==> config.mk <==
export PLATFORM = sky130hd
export DESIGN_NAME = mvsm_front
export DESIGN_NICKNAME = d
export VERILOG_FILES = /design/src/rtl/core/mvsm_pkg.sv /design/src/rtl/core/mvsm_front.sv
export SDC_FILE = /design/constraint.sdc
export NUM_CORES = 1
export LEC_CHECK = 0
export BUFFER_PORTS_ARGS = -buffer_cell sky130_fd_sc_hd__buf_2
export CORE_ASPECT_RATIO = 0.9
export CORE_UTILIZATION = 52
export DETAILED_ROUTE_END_ITERATION = 16
export PLACE_DENSITY = 0.78
export SETUP_SLACK_MARGIN = 0.15
export SLEW_MARGIN = 10
export SYNTH_ARGS = -nofsm -noshare
export SYNTH_HDL_FRONTEND = slang
export SYNTH_SLANG_ARGS = --single-unit
==> constraint.sdc <==
create_clock -name aclk -period 9.5 [get_ports aclk]
set_input_delay 1.9 -clock aclk [delete_from_list [all_inputs] [get_ports aclk]]
set_output_delay 1.9 -clock aclk [all_outputs]
set_load 0.1 [all_outputs]
==> src/rtl/core/mvsm_pkg.sv <==
`timescale 1ns / 1ps

package mvsm_pkg;

    localparam int VOICE_COUNT = 32;
    localparam int SOUND_COUNT = 64;
    localparam int PCM_WORDS   = 65536;

    localparam int VW = $clog2(VOICE_COUNT);
    localparam int SW = $clog2(SOUND_COUNT);
    localparam int AW = $clog2(PCM_WORDS);

    localparam logic [3:0] OP_TICK   = 4'd0;
    localparam logic [3:0] OP_WRITE  = 4'd1;
    localparam logic [3:0] OP_DEFINE = 4'd2;
    localparam logic [3:0] OP_UNLOAD = 4'd3;
    localparam logic [3:0] OP_PLAY   = 4'd4;
    localparam logic [3:0] OP_STOP   = 4'd5;
    localparam logic [3:0] OP_VOLUME = 4'd6;
    localparam logic [3:0] OP_SSTART = 4'd7;
    localparam logic [3:0] OP_SSTOP  = 4'd8;

    localparam logic [1:0] ST_OK    = 2'd0;
    localparam logic [1:0] ST_FULL  = 2'd1;
    localparam logic [1:0] ST_BADID = 2'd2;

    localparam logic [15:0] UNITY_GAIN  = 16'h8000;
    localparam logic [16:0] MAX_LEN     = 17'h10000;
    localparam logic [10:0] HANDLE_BASE = 11'd1000;

    // Classified command passed from the front end to the back end.
    typedef struct packed {
        logic [3:0]  op;
        logic        is_song;
        logic        is_voice;
        logic        is_sound;
        logic [VW-1:0] voice_idx;
        logic [SW-1:0] sound_idx;
        logic [10:0] id;
        logic [15:0] address;
        logic [15:0] word;
        logic [16:0] len;
        logic        loop_flag;
        logic [15:0] vol;
    } cmd_t;

    function automatic logic signed [15:0] sat16(input logic signed [17:0] v);
        if (v > 18'sd32767) return 16'sh7fff;
        if (v < -18'sd32768) return 16'sh8000;
        return v[15:0];
    endfunction

endpackage

==> src/rtl/core/mvsm_front.sv <==
`timescale 1ns / 1ps

module mvsm_front (
    input  logic              aclk,
    input  logic              aresetn,
    input  logic              in_valid,
    output logic              in_ready,
    input  logic [3:0]        operation,
    input  logic [15:0]       address,
    input  logic [15:0]       pcm_word,
    input  logic [16:0]       length_words,
    input  logic [10:0]       id_value,
    input  logic              loop_flag,
    input  logic [15:0]       volume,
    output logic              q_valid,
    input  logic              q_ready,
    output mvsm_pkg::cmd_t    q_cmd
);

    localparam int QD = 2;

    mvsm_pkg::cmd_t q_reg [QD];
    logic           wp_reg, wp_next, rp_reg, rp_next;
    logic [1:0]     cnt_reg, cnt_next;
    mvsm_pkg::cmd_t cmd;
    logic [10:0]    vrel;
    logic [10:0]    srel;

    // Classify the id and clamp length and volume.
    always_comb begin
        vrel          = id_value - mvsm_pkg::HANDLE_BASE - 11'd1;
        srel          = id_value - 11'd1;
        cmd.op        = operation;
        cmd.id        = id_value;
        cmd.is_song   = (id_value == 11'd0);
        cmd.is_voice  = (id_value > mvsm_pkg::HANDLE_BASE) &&
                        (id_value <= mvsm_pkg::HANDLE_BASE + 11'(mvsm_pkg::VOICE_COUNT));
        cmd.is_sound  = (id_value >= 11'd1) &&
                        (id_value <= 11'(mvsm_pkg::SOUND_COUNT));
        cmd.voice_idx = vrel[mvsm_pkg::VW-1:0];
        cmd.sound_idx = srel[mvsm_pkg::SW-1:0];
        cmd.address   = address;
        cmd.word      = pcm_word;
        cmd.len       = (length_words > mvsm_pkg::MAX_LEN) ? mvsm_pkg::MAX_LEN
                                                           : length_words;
        cmd.loop_flag = loop_flag;
        cmd.vol       = (volume > mvsm_pkg::UNITY_GAIN) ? mvsm_pkg::UNITY_GAIN : volume;
    end

    assign in_ready = (cnt_reg != 2'(QD));
    assign q_valid  = (cnt_reg != 2'd0);
    assign q_cmd    = q_reg[rp_reg];

    // Two-entry queue pointers.
    always_comb begin
        wp_next  = wp_reg;
        rp_next  = rp_reg;
        cnt_next = cnt_reg;
        if (in_valid && in_ready) begin
            wp_next  = ~wp_reg;
            cnt_next = cnt_next + 2'd1;
        end
        if (q_valid && q_ready) begin
            rp_next  = ~rp_reg;
            cnt_next = cnt_next - 2'd1;
        end
    end

    always_ff @(posedge aclk) begin
        if (!aresetn) begin
            wp_reg  <= 1'b0;
            rp_reg  <= 1'b0;
            cnt_reg <= 2'd0;
        end else begin
            wp_reg  <= wp_next;
            rp_reg  <= rp_next;
            cnt_reg <= cnt_next;
        end
        if (in_valid && in_ready) begin
            q_reg[wp_reg] <= cmd;
        end
    end

    a_no_over: assert property (@(posedge aclk) disable iff (!aresetn)
        cnt_reg <= 2'(QD)) else $error("queue overflow");
    a_no_under: assert property (@(posedge aclk) disable iff (!aresetn)
        (cnt_reg == 2'd0) |-> !q_valid) else $error("queue underflow");
    a_full: assert property (@(posedge aclk) disable iff (!aresetn)
        (cnt_reg == 2'(QD)) |-> !in_ready) else $error("accept while full");

endmodule

**After elaboration in Yosys (flattened, before gate mapping)**

Memory sizes are Yosys's and may differ from the RTL's. A register that Yosys moved wholly into a read port is not among the register bits.
Index checks and enable logic that the tools add are counted.

- Bits in registers: 4
- Memory bits (writable): 190
- Output and inout port bits: 97
- Word-level logic and storage cells: 32
- Memories: 1

Memory list:

| memory | words | bits a word | rd ports | clocked after memory_dff | write ports | RTL line | source |
|---|---|---|---|---|---|---|---|
| q_reg | 2 | 95 | 1 | 1 | 1 | mvsm_front.sv:22 | `mvsm_pkg::cmd_t q_reg [QD];` |

- Add/subtract/negate cells: 5
- Order comparisons: 6
- Equal/unequal tests: 1
- Muxes and demuxes: 8
- Bitwise logic cells: 2
- Reductions and logical operators: 6

Operators with widths:

| kind | count |
|---|---|
| > comparator 17 bit (second input constant) | 1 |
| two-way mux 17 bit | 1 |
| > comparator 16 bit (second input constant) | 1 |
| two-way mux 16 bit | 1 |
| >= comparator 11 x 1 -> 1 bit (second input constant) | 1 |
| > comparator 11 x 10 -> 1 bit (second input constant) | 1 |
| <= comparator 11 bit (second input constant) | 1 |
| <= comparator 11 x 7 -> 1 bit (second input constant) | 1 |
| zero test 11 bit | 1 |
| subtractor 6 x 1 -> 6 bit (second input constant) | 1 |
| subtractor 5 x 1 -> 5 bit (second input constant) | 1 |
| subtractor 5 x 4 -> 5 bit (second input constant) | 1 |
| logical AND 1 bit | 4 |
| two-way mux 1 bit | 4 |
| two-way mux 2 bit | 2 |
| adder 2 x 1 -> 2 bit (second input constant) | 1 |
| != test 2 bit (second input constant) | 1 |
| NOT 1 bit | 2 |
| nonzero test 2 bit | 1 |
| subtractor 2 x 1 -> 2 bit (second input constant) | 1 |

**Depth between registers and ports, before layout**

Gate-level depths: netlist (run 1).

- Depth after elaboration: 5
- Mapped depth: 6
- Depth with buffers taken out: 6

**Worst setup path after synthesis (run 1)**

No wires, ideal clock.

- Path kind: input port to flip-flop
- Start: input port in_valid
- End: memory q_reg[0][0] (netlist bit) (enable)
- Setup time: 0.545 ns
- Data arrival time: 5.839 ns
- Data required time: 8.955 ns
- Path slack: 3.116 ns
- Cell stages on the path: 2
- Cell sequence: nand2b_1 nor2_1

- Longest elaborated chain between the ends: 3

RTL lines:

| what | RTL line | source |
|---|---|---|
| from (decl) | mvsm_front.sv:6 | `input logic in_valid,` |
| logical AND 1 bit | mvsm_front.sv:79 | `if (in_valid && in_ready) begin` |
| two-way mux 1 bit | mvsm_front.sv:79 |  |
| two-way mux 1 bit (implied by the code) | mvsm_front.sv:80 | `q_reg[wp_reg] <= cmd;` |
| to (decl) | mvsm_front.sv:22 |  |

No other way between the ends.

==> impl_metrics.json, run 1 <==
{
  "crit_chain": "buf_4 > mux2_1 > buf_2",
  "cts_max_level": 4,
  "drive_gt1_share_pct": 39.2,
  "synth_top_family_by_area": "multiplexers",
  "slew_violations": 0,
  "hold_viol_final": 0,
  "die_x_um": 128,
  "ctsHoldBuffers": 0,
  "period_needed_ns": 4.48,
  "relSlewSlack_pct": 52.5,
  "ys_top_cells_by_area": "edfxtp_1 (74%), mux2_1 (12%), nor2b_1 (2.8%), mux2_2 (1.8%), dfxtp_1 (1.3%)",
  "num_rows": 41,
  "required_ns": 7.60,
  "grt_pass1_vias": 4099,
  "slowest_delay_ns": 0.72,
  "ant_nets": 0,
  "synth_nets": 489,
  "clkTransAtPathRegs_ns": 0.06,
  "cts_tree": "yes",
  "hold_path_class": "register to register",
  "worst_pin_slew_ns": 0.712,
  "final_common_cell": "edfxtp_1",
  "wl_um": 13200,
  "nFillCells": 1026,
  "synthArstFlopShare_pct": 0,
  "synthAdderAreaFrac_pct": 0.840,
  "first_iter_violations": 208,
  "dieArea_sq_mm": 0.0148,
  "overflow": 0,
  "initial_core_util_pct": 53.2,
  "final_cell_mix": "edfxtp_1 (184), buf_2 (181), mux2_1 (80)",
  "hpwlAfterDp_um": 8690,
  "r2r-end": "q_reg[1][22]$_DFFE_PP_",
  "synth_edf_count": 184,
  "synth_cell_types": 40,
  "routedWlPerCell_um": 16.7,
  "cts_buffers": 17,
  "crit_path_end": "q_cmd[68]",
  "cp_num_cells": 3,
  "r2r_start": "cnt_reg[0]$_SDFF_PN0_",
  "max-cap-violations": 0,
  "synthMuxAreaShare_pct": 13.9,
  "largest_reg_flops": 184,
  "cts-root-buf": "clkbuf_16",
  "synth_xor_area_share_pct": 1.13,
  "startpoint_type": "register",
  "die_h_um": 116,
  "postSynthCellCount": 399,
  "rrSetupSlack_ns": 6.87,
  "via_count": 4009,
  "synth_top_area_share_pct": 74.2,
  "gp_congestion": 0.696,
  "clkSinkCount": 189,
  "clock_latency_ns": 0.42,
  "grt_pass1_wl_um": 20300,
  "fin_skew_ns": 0.00678,
  "fin_crit_sh_pct": 47.2,
  "finalSetupViolations": 0,
  "ys.flop_type": "edfxtp_1",
  "antenna_found_initial": 1,
  "crit_path_max_fanout": 51,
  "max_freq_mhz": 223,
  "rsz0062_at_grt": "no",
  "firstDrtPassIters": 4,
  "crit_buf_inv": 2,
  "yosysSeqAreaShare_pct": 75.5,
  "tns_ns": 0,
  "post-route-drc-count": 0,
  "cp_slowest_cell": "dfxtp_4",
  "cts_setup_buffers": 0,
  "cts_buffer_depth": 2,
  "synth-compound-area-share_pct": 1.11,
  "nNetsFinal": 676,
  "coreArea_sq_mm": 0.0140,
  "cp_top_family": "buffers and inverters",
  "path_class": "register to primary output",
  "synth_simple_gate_area_share_pct": 5.58,
  "port_buffers": 181,
  "yosysTopAreaCell": "edfxtp_1",
  "viasPerCell": 5.06,
  "synth_seq_cells": 189,
  "reg2reg_depth": 5,
  "syn_to_final_growth_pct": 21.9,
  "cts_resized": 0,
  "synth.cell_area_sq_mm": 0.00745,
  "ios": 182,
  "grt.total_usage_pct": 18.6,
  "avgSynthCellArea_sq_um": 18.7,
  "critPathArrivalTime_ns": 2.58,
  "grt_max_degree": 52,
  "ys_warn_count": 0,
  "status": "completed",
  "worst_setup_path_end_kind": "primary output"
}
==> area by class of cell <==
class / count / area, sq um / area share (%)
Antenna cell: 1 / 2.50 / 0.0276
Clock buffer: 18 / 429 / 4.73
Clock inverter: 14 / 103 / 1.13
Inverter: 13 / 48.8 / 0.537
Multi-Input combinational cell: 180 / 1690 / 18.6
Sequential cell: 189 / 5630 / 62.0
Tap cell: 193 / 241 / 2.66
Timing Repair Buffer: 185 / 936 / 10.3
==> logic make-up (layout without fill, tap and decap cells) <==
kind of cell | after synthesis | count (layout)
XOR/XNOR | 8 | 8
multiplexers | 92 | 92
AO/OA/AOI/OAI | 10 | 10
other | 0 | 1
buffers and inverters | 30 | 230
flip-flops | 189 | 189
adder cells (fa/ha/maj) | 5 | 5
AND/OR/NAND/NOR | 65 | 65
==> worst min-delay path by stage <==
| stage | from | endpoint | slack (ns) | cells past startpoint |
|---|---|---|---|---|
| 3_5_place_dp | rp_reg$_SDFFE_PN0P_ | register | 0.58 | 2 |
| 6_report | rp_reg$_SDFFE_PN0P_ | register | 0.60 | 2 |
| 4_1_cts | rp_reg$_SDFFE_PN0P_ | register | 0.60 | 2 |
| 5_1_grt | cnt_reg[1]$_SDFF_PN0_ | cnt_reg[1]$_SDFF_PN0_ | 0.62 | 2 |
| 2_1_floorplan | cnt_reg[1]$_SDFF_PN0_ | cnt_reg[1]$_SDFF_PN0_ | 0.54 | 2 |
| 3_3_place_gp | cnt_reg[1]$_SDFF_PN0_ | cnt_reg[1]$_SDFF_PN0_ | 0.57 | 2 |
==> through the flow <==
stage	area (sq um)	hold WS (ns)	cells	worst slack, ns	util, %
4_1_cts	9080	0.600	792	4.97	64.8
5_1_grt	9080	0.620	792	4.86	64.8
2_1_floorplan	7450	0.536	399	3.12	-
3_3_place_gp	8550	0.566	760	5.46	61.0
6_report	9080	0.604	793	5.02	64.8
3_5_place_dp	8550	0.585	760	5.44	61.0
==> cell usage after synthesis (2+ instances only) <==
library cell / n
and2_1: 5
buf_2: 9
buf_4: 3
clkbuf_1: 4
dfxtp_1: 5
edfxtp_1: 184
ha_1: 5
inv_1: 11
inv_2: 2
mux2_1: 80
mux2_2: 12
nand2_1: 3
nand2b_1: 2
nor2_1: 3
nor2b_1: 33
nor3_1: 3
nor4_1: 7
xnor2_1: 3
xor2_1: 4
==> per-layer routing <==
metal / share of wire [%] / track usage, % / routed length [um]
met1: 44 / 23.2 / 5780
met2: 49 / 30.9 / 6500
met3: 6.2 / 5.86 / 826
met4: 1.0 / 6.43 / 136
met5: 0 / 0 / 0
==> worst min-delay path: stages (launching register included) <==
cell	delay, ns
dfxtp_1	0.33
xor2_1	0.08
and2_1	0.15
Power of run 1 is not shown: default switching activity piles up to over one toggle a cycle in this logic, so the estimate is an artifact.
==> run 2: changes to the inputs <==
--- a/config.mk
+++ b/config.mk
@@ -5,11 +5,12 @@
 export SDC_FILE = /design/constraint.sdc
 export NUM_CORES = 1
 export LEC_CHECK = 0
+export ABC_AREA = 1
 export BUFFER_PORTS_ARGS = -buffer_cell sky130_fd_sc_hd__buf_2
 export CORE_ASPECT_RATIO = 0.9
 export CORE_UTILIZATION = 52
 export DETAILED_ROUTE_END_ITERATION = 16
-export PLACE_DENSITY = 0.78
+export PLACE_DENSITY = 0.77
 export SETUP_SLACK_MARGIN = 0.15
 export SLEW_MARGIN = 10
 export SYNTH_ARGS = -nofsm -noshare
==> constraint.sdc (replaced) <==
create_clock -name aclk -period 4.3 [get_ports aclk]
set_input_delay 0.86 -clock aclk [delete_from_list [all_inputs] [get_ports aclk]]
set_output_delay 0.86 -clock aclk [all_outputs]
set_load 0.1 [all_outputs]
==> impl_metrics.json, run 2 <==
{
  "period_needed_ns": 3.13,
  "ys.flop_type": "edfxtp_1",
  "ys_warn_count": 0,
  "hold_path_class": "register to register",
  "grt_pass1_vias": 4424,
  "synth_most_common_cell": "edfxtp_1",
  "post-route-drc-count": 0,
  "hold_viol_final": 0,
  "overflow": 0,
  "status": "completed",
  "crit_path_max_fanout": 31,
  "pwr-share-comb_pct": 40.3,
  "num_rows": 42,
  "regArea_sq_mm": 0.00563,
  "multi_input_area_sq_mm": 0.00205,
  "first_iter_violations": 298,
  "num_antenna_cells": 0,
  "worst_setup_path_end_kind": "primary output",
  "drive_gt1_share_pct": 50.5,
  "max_freq_mhz": 319,
  "cts_max_level": 4,
  "crit_chain": "buf_4 > mux2_2 > buf_2",
  "grt_pass1_wl_um": 22200,
  "dieArea_sq_mm": 0.0158,
  "r2r-end": "q_reg[1][45]$_DFFE_PP_",
  "viasPerCell": 5.16,
  "critPathArrivalTime_ns": 2.27,
  "ios": 182,
  "place_inst": 803,
  "cts_resized": 0,
  "worstHoldStart": "rp_reg$_SDFFE_PN0P_",
  "ys_top_cells_by_area": "edfxtp_1 (69%), mux2_4 (15%), buf_12 (2.0%), mux2_2 (1.7%), nand2_1 (1.4%)",
  "yosysSeqAreaShare_pct": 70.6,
  "coreArea_sq_mm": 0.0148,
  "relSlewSlack_pct": 60.1,
  "finalSetupViolations": 0,
  "synth.cell_area_sq_mm": 0.00797,
  "cts_buffers": 17,
  "cts-root-buf": "clkbuf_16",
  "clkPwrFrac_pct": 23.0,
  "hpwlAfterDp_um": 9190,
  "ant_nets": 0,
  "fin_crit_sh_pct": 72.9,
  "synth_edf_count": 184,
  "synth_cell_types": 29,
  "synth_nets": 529,
  "initial_core_util_pct": 53.8,
  "startpoint_type": "register",
  "largest_reg_flops": 184,
  "synth_top_area_share_pct": 69.3,
  "power_density_mw_per_mm2": 672,
  "max-vdd-ir-drop_uv": 411,
  "port_buffers": 181,
  "tns_ns": 0,
  "antenna_found_initial": 1,
  "clkTransAtPathRegs_ns": 0.06,
  "leakage_uw": 0.00379,
  "clock_latency_ns": 0.42,
  "clkSinkCount": 189,
  "gp_congestion": 0.811,
  "ctsHoldBuffers": 0,
  "fin_skew_ns": 0.00805,
  "yosys-top-cells-count": "edfxtp_1 (184), mux2_4 (80), nand2_1 (29), nor2_1 (27), inv_1 (21)",
  "routedWlPerCell_um": 17.0,
  "path_class": "register to primary output",
  "reg2reg_depth": 6,
  "synthArstFlopShare_pct": 0,
  "die_h_um": 119,
  "p_sw_uw": 2750,
  "yosysTopAreaCell": "edfxtp_1",
  "r2r_start": "cnt_reg[0]$_SDFF_PN0_",
  "nNetsFinal": 714,
  "cts_setup_buffers": 0,
  "max-cap-violations": 0,
  "rsz0062_at_grt": "no",
  "cts_tree": "yes",
  "rrSetupSlack_ns": 2.32,
  "postSynthCellCount": 439,
  "via_count": 4301,
  "slew_violations": 0,
  "syn_to_final_growth_pct": 19.5,
  "firstDrtPassIters": 4,
  "hold_path_end": "rp_reg$_SDFFE_PN0P_",
  "required_ns": 3.44,
  "cts_buffer_depth": 2,
  "die_x_um": 133,
  "sequentialPowerShare_pct": 36.7,
  "grt_max_degree": 93,
  "layout.cells.non_filler": 834,
  "switching_share_pct": 43.0,
  "synth_seq_cells": 189,
  "grt.total_usage_pct": 18.6,
  "cp_slowest_cell": "dfxtp_4",
  "wl_um": 14200,
  "nFillCells": 1100,
  "worst_pin_slew_ns": 0.598,
  "internal_power_uw": 3650,
  "whs_path_depth": 2,
  "avgSynthCellArea_sq_um": 18.2,
  "final_cell_mix": "edfxtp_1 (184), buf_2 (181), mux2_4 (80)",
  "final_common_cell": "edfxtp_1",
  "slowest_delay_ns": 0.73,
  "final_util_pct": 64.3
}
[run 2: cell type report]
cell class	instances	area share (%)
flip-flops and latches	189	59.1
multi-input cells	210	21.5
repair buffers	185	10.2
clock buffers	19	4.54
well taps	198	2.60
clock inverters	12	1.29
inverters	21	0.827
[run 2: stage by stage]
| stage | area (sq um) | total power, uW | hold WS (ns) | setup WS (ns) |
|---|---|---|---|---|
| detailed placement | 8970 | 4980 | 0.491 | 1.58 |
| finish | 9530 | 6410 | 0.509 | 1.17 |
| CTS | 9530 | 6460 | 0.510 | 1.13 |
| floorplan | 7980 | 4720 | 0.472 | -0.0684 |
| global placement | 8970 | 4950 | 0.490 | 1.62 |
| global route | 9530 | 6600 | 0.527 | 1.06 |
[run 2: power by group through the flow]
stage | combinational (uW) | sequential, uW | clock, uW
2_1_floorplan | 2370 | 2350 | 0
3_3_place_gp | 2570 | 2380 | 0
3_5_place_dp | 2590 | 2390 | 0
4_1_cts | 2600 | 2350 | 1510
5_1_grt | 2660 | 2370 | 1570
6_report | 2580 | 2350 | 1480
[run 2: kinds of logic after synthesis]
kind of cell	count (synthesis)	share of synthesized area (%)
mux	92	16.8
compound gates	38	3.83
buf+inv	40	3.97
xor+xnor	2	0.220
fa+ha+maj	5	0.785
flops	189	70.6
simple gates	73	3.88
[run 2: worst max-delay path, delay by kind of cell, from the launching register on]
family / cells / cell delay (ns)
buffers and inverters: 2 / 0.73
DFF: 1 / 0.73
muxes: 1 / 0.39
[run 2: how the worst max path moves through the flow]
stage,start,end,slack (ns),cells past startpoint
floorplan,cnt_reg[0]$_SDFF_PN0_,q_reg[1][0]$_DFFE_PP_,-0.07,5
detailed placement,register,q_cmd[1],1.58,3
CTS,register,q_cmd[1],1.13,3
global route,register,q_cmd[1],1.06,3
finish,register,q_cmd[1],1.17,3
global placement,register,q_cmd[8],1.62,3
[run 2: metal layers]
layer	global-route usage [%]	part of all wire [%]	routed length, um	up-vias
met1	22.3	41	5820	2115
met5	0	0.078	11	-
met3	6.30	7.1	1010	22
li1	-	-	-	2005
met4	6.75	1.5	212	2
met2	31.4	50	7110	157
Power figures use the tool's default switching activity.
==> run 3: changes to the inputs <==
==> constraint.sdc (replaced) <==
create_clock -name aclk -period 3.2 [get_ports aclk]
set_input_delay 0.64 -clock aclk [delete_from_list [all_inputs] [get_ports aclk]]
set_output_delay 0.64 -clock aclk [all_outputs]
set_load 0.1 [all_outputs]
==> impl_metrics.json, run 3 (same netlist as run 2, synthesis figures left out) <==
{
  "worst_setup_path_end_kind": "primary output",
  "cts_setup_buffers": 0,
  "status": "completed",
  "fin_skew_ns": 0.00649,
  "num_rows": 42,
  "tns_ns": 0,
  "drive_gt1_share_pct": 51.1,
  "crit_path_max_fanout": 22,
  "viasPerCell": 5.03,
  "first_iter_violations": 316,
  "place_area_sq_mm": 0.00900,
  "whs_path_depth": 1,
  "power_density_mw_per_mm2": 909,
  "gp_congestion": 0.786,
  "max-cap-violations": 0,
  "cts_buffer_depth": 2,
  "relSlewSlack_pct": 63.9,
  "total_power_uw": 8710,
  "wl_met1_um": 5630,
  "r2r-end": "q_reg[1][64]$_DFFE_PP_",
  "slowest_delay_ns": 0.47,
  "top_layer_used": "met4",
  "rsz0062_at_grt": "no",
  "antenna_found_initial": 0,
  "hpwlAfterDp_um": 9320,
  "hold_path_class": "input pin to register",
  "fin_crit_sh_pct": 81.3,
  "finalSetupViolations": 0,
  "reg2reg_depth": 6,
  "wl_met2_um": 7250,
  "final_common_cell": "edfxtp_1",
  "via_count": 4206,
  "grt_max_degree": 93,
  "wl_um": 14000,
  "period_needed_ns": 2.60,
  "nNetsFinal": 716,
  "overflow": 0,
  "regArea_sq_mm": 0.00563,
  "post-route-drc-count": 0,
  "multi_input_area_sq_mm": 0.00205,
  "clock_latency_ns": 0.42,
  "final_area_sq_mm": 0.00957,
  "cts-root-buf": "clkbuf_16",
  "ios": 182,
  "die_x_um": 133,
  "critPathArrivalTime_ns": 1.96,
  "rrSetupSlack_ns": 1.35,
  "port_buffers": 181,
  "firstDrtPassIters": 6,
  "worst_pin_slew_ns": 0.541,
  "r2r_start": "cnt_reg[0]$_SDFF_PN0_",
  "max_freq_mhz": 385,
  "cts_resized": 0,
  "slew_violations": 0,
  "max-vdd-ir-drop_uv": 676,
  "ant_nets": 0,
  "path_class": "register to primary output",
  "leakage_uw": 0.00381,
  "die_h_um": 119,
  "dieArea_sq_mm": 0.0158,
  "coreArea_sq_mm": 0.0148,
  "grt.total_usage_pct": 18.7,
  "required_ns": 2.56,
  "final_cell_mix": "edfxtp_1 (184), buf_2 (181), mux2_4 (80)",
  "cts_buffers": 17,
  "clkSinkCount": 189,
  "syn_to_final_growth_pct": 20.1,
  "routedWlPerCell_um": 16.8,
  "clkTransAtPathRegs_ns": 0.07,
  "wl_met3_um": 835,
  "nFillCells": 1092,
  "largest_reg_flops": 184,
  "hold_viol_final": 0,
  "crit_chain": "buf_4 > mux2_2 > buf_2",
  "initial_core_util_pct": 53.8,
  "ctsHoldBuffers": 0,
  "cts_max_level": 4,
  "cp_slowest_cell": "dfxtp_4",
  "num_antenna_cells": 0,
  "startpoint_type": "register",
  "cts_tree": "yes",
  "grt_pass1_vias": 4411,
  "grt_pass1_wl_um": 22000,
  "crit_path_end": "q_cmd[1]"
}
[run 3: cell count changes in the layout (fill, tap and decap cells not counted)]
cell / delta
bufinv_16: +1
inv_6: +1
clkinv_2: +1
inv_1: -1
buf_4: +2
nand2_1: -1
clkinv_4: -2
clkinv_1: -1
nand2_2: +1
clkinvlp_4: +1
[run 3: worst max-delay path: cells and delay by family, from the launching register on]
kind / cells / cell delay, ns
mux: 1 / 0.39
buf+inv: 2 / 0.66
flops: 1 / 0.47
[run 3: area by class of cell]
cell class,count,area share [%]
clock inverter,12,1.52
multi-input combinational,210,21.4
sequential,189,58.8
tap,198,2.59
inverter,21,0.863
clock buffer,19,4.52
timing repair buffer,187,10.3
[run 3: power breakdown]
part	internal [uW]	total, uW	leakage [uW]	switching [uW]
sequential	3040	3120	0.00177	86.7
clock	1220	2080	0.000278	862
combinational	741	3500	0.00176	2760
total	5000	8710	0.00381	3710
[run 3: how the worst min path moves through the flow]
stage,to,slack (ns),start
2_1_floorplan,register,0.47,rp_reg$_SDFFE_PN0P_
3_3_place_gp,rp_reg$_SDFFE_PN0P_,0.49,rp_reg$_SDFFE_PN0P_
3_5_place_dp,rp_reg$_SDFFE_PN0P_,0.49,rp_reg$_SDFFE_PN0P_
4_1_cts,q_reg[0][52]$_DFFE_PP_,0.38,address[2]
5_1_grt,q_reg[0][45]$_DFFE_PP_,0.38,pcm_word[11]
6_report,q_reg[0][52]$_DFFE_PP_,0.40,address[2]
[run 3: stage by stage]
stage	cells	util, %	hold slack, ns	worst slack [ns]
2_1_floorplan	439	-	0.472	0.217
3_3_place_gp	805	60.7	0.493	1.07
3_5_place_dp	805	60.7	0.494	1.03
4_1_cts	836	64.6	0.384	0.560
5_1_grt	836	64.6	0.383	0.508
6_report	836	64.6	0.404	0.600
[run 3: layer usage]
metal	track usage, %	vias to the layer above
met5	0	-
met4	8.41	0
met3	5.53	28
met2	32.4	137
met1	21.3	2031
li1	-	2010
